## config.mk

```make
export PLATFORM = sky130hd
export DESIGN_NAME = rbnb_ctrl
export DESIGN_NICKNAME = d
export VERILOG_FILES = /design/src/rtl/rbnb_pkg.sv /design/src/rtl/rbnb_ctrl.sv
export SDC_FILE = /design/constraint.sdc
export NUM_CORES = 1
export LEC_CHECK = 0
export BUFFER_PORTS_ARGS = -buffer_cell sky130_fd_sc_hd__buf_2
export CAP_MARGIN = 30
export CORE_AREA = 2 2 39 41
export DETAILED_ROUTE_END_ITERATION = 10
export DIE_AREA = 0 0 41 43
export GPL_TIMING_DRIVEN = 0
export SYNTH_ARGS = -nofsm -noshare
export SYNTH_HDL_FRONTEND = slang
export SYNTH_SLANG_ARGS = --single-unit
```

## constraint.sdc

```tcl
create_clock -name clk -period 1.3 [get_ports clk]
set_input_delay 0.065 -clock clk [delete_from_list [all_inputs] [get_ports clk]]
set_output_delay 0.065 -clock clk [all_outputs]
set_load 0.02 [all_outputs]
```

## src/rtl/rbnb_pkg.sv

```systemverilog
package rbnb_pkg;

    localparam int SLOTS       = 256;
    localparam int SLOT_W      = $clog2(SLOTS);
    localparam int SEQ_W       = 16;
    localparam int HANDLE_W    = 16;
    localparam int BITMAP_BITS = 128;
    localparam int HALF_BITS   = BITMAP_BITS / 2;
    localparam int COUNT_W     = 9;
    localparam int CNT_W       = $clog2(SLOTS + 1);
    localparam int OCC_W       = (CNT_W > COUNT_W) ? CNT_W : COUNT_W;

    typedef enum logic [1:0] {
        MODE_STORE  = 2'd0,
        MODE_CLEAR  = 2'd1,
        MODE_LOOKUP = 2'd2,
        MODE_BITMAP = 2'd3
    } mode_t;

    typedef struct packed {
        logic capture;
        logic exec;
    } dp_cmd_t;

endpackage

```

## src/rtl/rbnb_ctrl.sv

```systemverilog
module rbnb_ctrl
    import rbnb_pkg::*;
(
    input  logic    clk,
    input  logic    rst_n,
    input  logic    start,
    output logic    busy,
    output logic    done,
    output dp_cmd_t cmd
);

    typedef enum logic [2:0] {
        ST_IDLE = 3'b001,
        ST_EXEC = 3'b010,
        ST_RESP = 3'b100
    } state_t;

    state_t state_reg;
    state_t state_next;

    always_ff @(posedge clk or negedge rst_n)
    begin
        if (!rst_n)
        begin
            state_reg <= ST_IDLE;
        end
        else
        begin
            state_reg <= state_next;
        end
    end

    always_comb
    begin
        state_next = state_reg;
        unique case (state_reg)
            ST_IDLE:
            begin
                if (start)
                begin
                    state_next = ST_EXEC;
                end
            end
            ST_EXEC:
            begin
                state_next = ST_RESP;
            end
            ST_RESP:
            begin
                state_next = ST_IDLE;
            end
            default:
            begin
                state_next = ST_IDLE;
            end
        endcase
    end

    assign busy        = (state_reg != ST_IDLE);
    assign done        = (state_reg == ST_RESP);
    assign cmd.capture = start && (state_reg == ST_IDLE);
    assign cmd.exec    = (state_reg == ST_EXEC);

endmodule

```

==> summary.md <==
| Metric | Value |
|---|---|
| Worst Min Path Start | start |
| Global route overflow | 0 |
| Slew Viols, Final | 0 |
| Hold Crit Class | in -> reg |
| Worst hold path endpoint | state_reg[1] |
| Core footprint | 1380 um^2 |
| Cells after Synth | 11 |
| Largest net degree at the start of global routing | 7 |
| FILL cells | 162 |
| ANT cells | 0 |
| Worst Skew | 5.05 ps |
| NumNets Final | 27 |
| Max reg flops | 3 |
| First-pass GRT wire length | 579 um |
| Pwr dens | 2380 nW/um^2 |
| Cell variety after synth | 7 |
| Layout Cells excl Fill | 39 |
| CP Max Fanout | 4 |
| Startpoint class of the critical path | flop |
| Final instance area | 244 um^2 |
| Max IR drop VDD | 0.650 mV |
| Cts bufs inserted | 3 |
| Layout area overhead | 69.6% |
| Total number of vias | 124 |
| CTS Buffer Depth | 2 |
| Crit. End Element | output port |
| CTS tree | built |
| Post-route DRC | 0 |
| Placer Congestion | 0.604 |
| Syn_nets | 14 |
| Final wirelength | 338 um |
| RR Endpoint | state_reg[1] |
| Die outline width | 41 um |
| CP top delay family | flip-flops |
| Reg clk slew, reported paths | 40 ps |
| Layout cell share with drive strength beyond 1 | 0.609 |
| Status | finished, violations left |
| Yosys top cell by area | dfrtp_1 |
| Crit-path cells | or3b_1 -> buf_6 |
| FF-to-FF setup slack | 390 ps |
| Die area | 1760 um^2 |
| Die Y | 43 um |
| H-tree levels | 1 |
| Detail Placement HPWL | 232 um |
| # IOs | 7 |
| Slew @ Worst Pin | 254 ps |
| FMAX | 0.752 GHz |
| Failing checks | setup timing |
| Placed cell area | 194 um^2 |
| Final setup margin | -29.4 ps |
| Data arrival, critical path | 1260 ps |
| Starting Density | 0.104 |
| Iter 0 DRT Violations | 3 |
| Max stage delay on crit path | 530 ps |
| Pre-antenna DRT Iters | 2 |
| Period utilization | 1.02 |
| Final Setup Violations | 1 |
| Unrepaired setup endpoints after global routing | true |
| Worst Reg2Reg Path Length in Cells | 2 |
| Number of global-route vias before repair | 121 |
| Synth top area cells | dfrtp_1 35%, dfstp_2 18%, and4bb_2 17%, nor3b_1 16%, or3b_1 6.1% |
| Rows | 14 |
| Initial antenna violation count | 0 |
| Final Critical Period | 1330 ps |
| Mean Syn Cell Area | 13.1 um^2 |
| Final hold vios | 0 |
| Hold Path Cell Cnt | 2 |
| Hold WS | 151 ps |
| Worst endpoint required time | 1240 ps |
| All-Layer GR Usage | 0.0593 |
| Placed cells | 33 |
| Max-cap violations | 0 |
| Slowest CP cell | dfstp_2 |
| Average wire per standard cell | 8.67 um |
| Yosys warning total | 0 |
| I/O Buffers | 6 |
| Worst slew margin | 0.831 |
| Area share of the largest cell type after synthesis | 0.348 |
| Buf+Inv Stages, Crit Path | 1 |
| Clock tree root buffer cell | clkbuf_4 |
| Worst R2R Start | state_reg[0] |
| Fraction of the yosys area taken by sequential cells | 0.530 |
| Skew-Pair Late Insertion Delay | 240 ps |
| Synthesis-stage register bit count | 3 |
| Routed vias/inst | 3.18 |
| Clock Sink Count | 3 |
| Leakage | 0.113 nW |
| Kind of critical path | reg -> out |
| Mapped Area | 144 um^2 |
| Detail Route Antenna Nets | 0 |
-- per-stage QoR --
stage	power [W]	setup TNS (ps)	setup WS, ps	utilization
after floorplan	0.000305	0	256	-
after global placement	0.000361	0	190	0.140
after detailed placement	0.000364	0	185	0.140
after CTS	0.000562	-38.7	-38.7	0.172
after global routing	0.000635	-154	-78.4	0.176
final	0.000580	-29.4	-29.4	0.176
-- how the worst max path moves through the flow --
| stage | end | from | slack, ps | depth (start not counted) |
|---|---|---|---|---|
| finish | busy | state_reg[0] | -30 | 2 |
| floorplan | busy | state_reg[0] | 260 | 1 |
| global route | busy | state_reg[0] | -80 | 2 |
| global placement | busy | state_reg[0] | 190 | 2 |
| detailed placement | busy | state_reg[0] | 180 | 2 |
| CTS | busy | state_reg[0] | -40 | 2 |
-- repair_timing --
action / CTS / global route
gates resized for setup: 0 / 2
pin swaps: 0 / 0
setup buffers: 1 / 0
hold buffers: 1 / 0
endpoints found under the hold margin: 3 / 0
endpoints found under the setup margin: 1 / 2
-- cell usage in the layout (no fill, tap or decap), drive strengths merged --
cell type	synthesis	layout
clkbuf	0	4
buf	1	8
or3b	1	1
and4bb	2	2
nor2	1	1
dlygate4sd3	0	1
dfrtp	2	2
nor3b	3	3
dfstp	1	1
-- cell families (layout without fill, tap and decap cells) --
| kind of cell | count (synthesis) | count (layout) | share of synthesized area |
|---|---|---|---|
| buffers and inverters | 1 | 13 | 0.0522 |
| AND/OR/NAND/NOR | 7 | 7 | 0.417 |
| flip-flops | 3 | 3 | 0.530 |
-- cells in the mapped netlist --
cell type	instances
nor2_1	1
dfrtp_1	2
and4bb_2	2
buf_4	1
nor3b_1	3
or3b_1	1
dfstp_2	1
-- layer usage --
layer,vias up,global-route usage,wire length [um]
met5,-,0,0
met4,0,0.0800,0
met3,0,0.0471,41
met2,7,0.0438,114
met1,54,0.0774,183
li1,63,-,-
-- power by group --
group | internal [W] | total (W) | switching [W]
combinational | 0.000133 | 0.000241 | 0.000108
sequential | 0.000136 | 0.000172 | 0.0000355
clock | 0.000115 | 0.000167 | 0.0000518
total | 0.000385 | 0.000580 | 0.000195
-- area by class of cell --
class                           count  area (um^2)  share of cell area
Clock buffer                        4         26.3               0.108
Buffer                              1         7.51              0.0308
Sequential cell                     3         76.3               0.313
Tap cell                           16         20.0              0.0821
Multi-Input combinational cell      7         60.1               0.246
Timing Repair Buffer                8         53.8               0.221
Note: power is estimated with default switching activity, not from simulation.
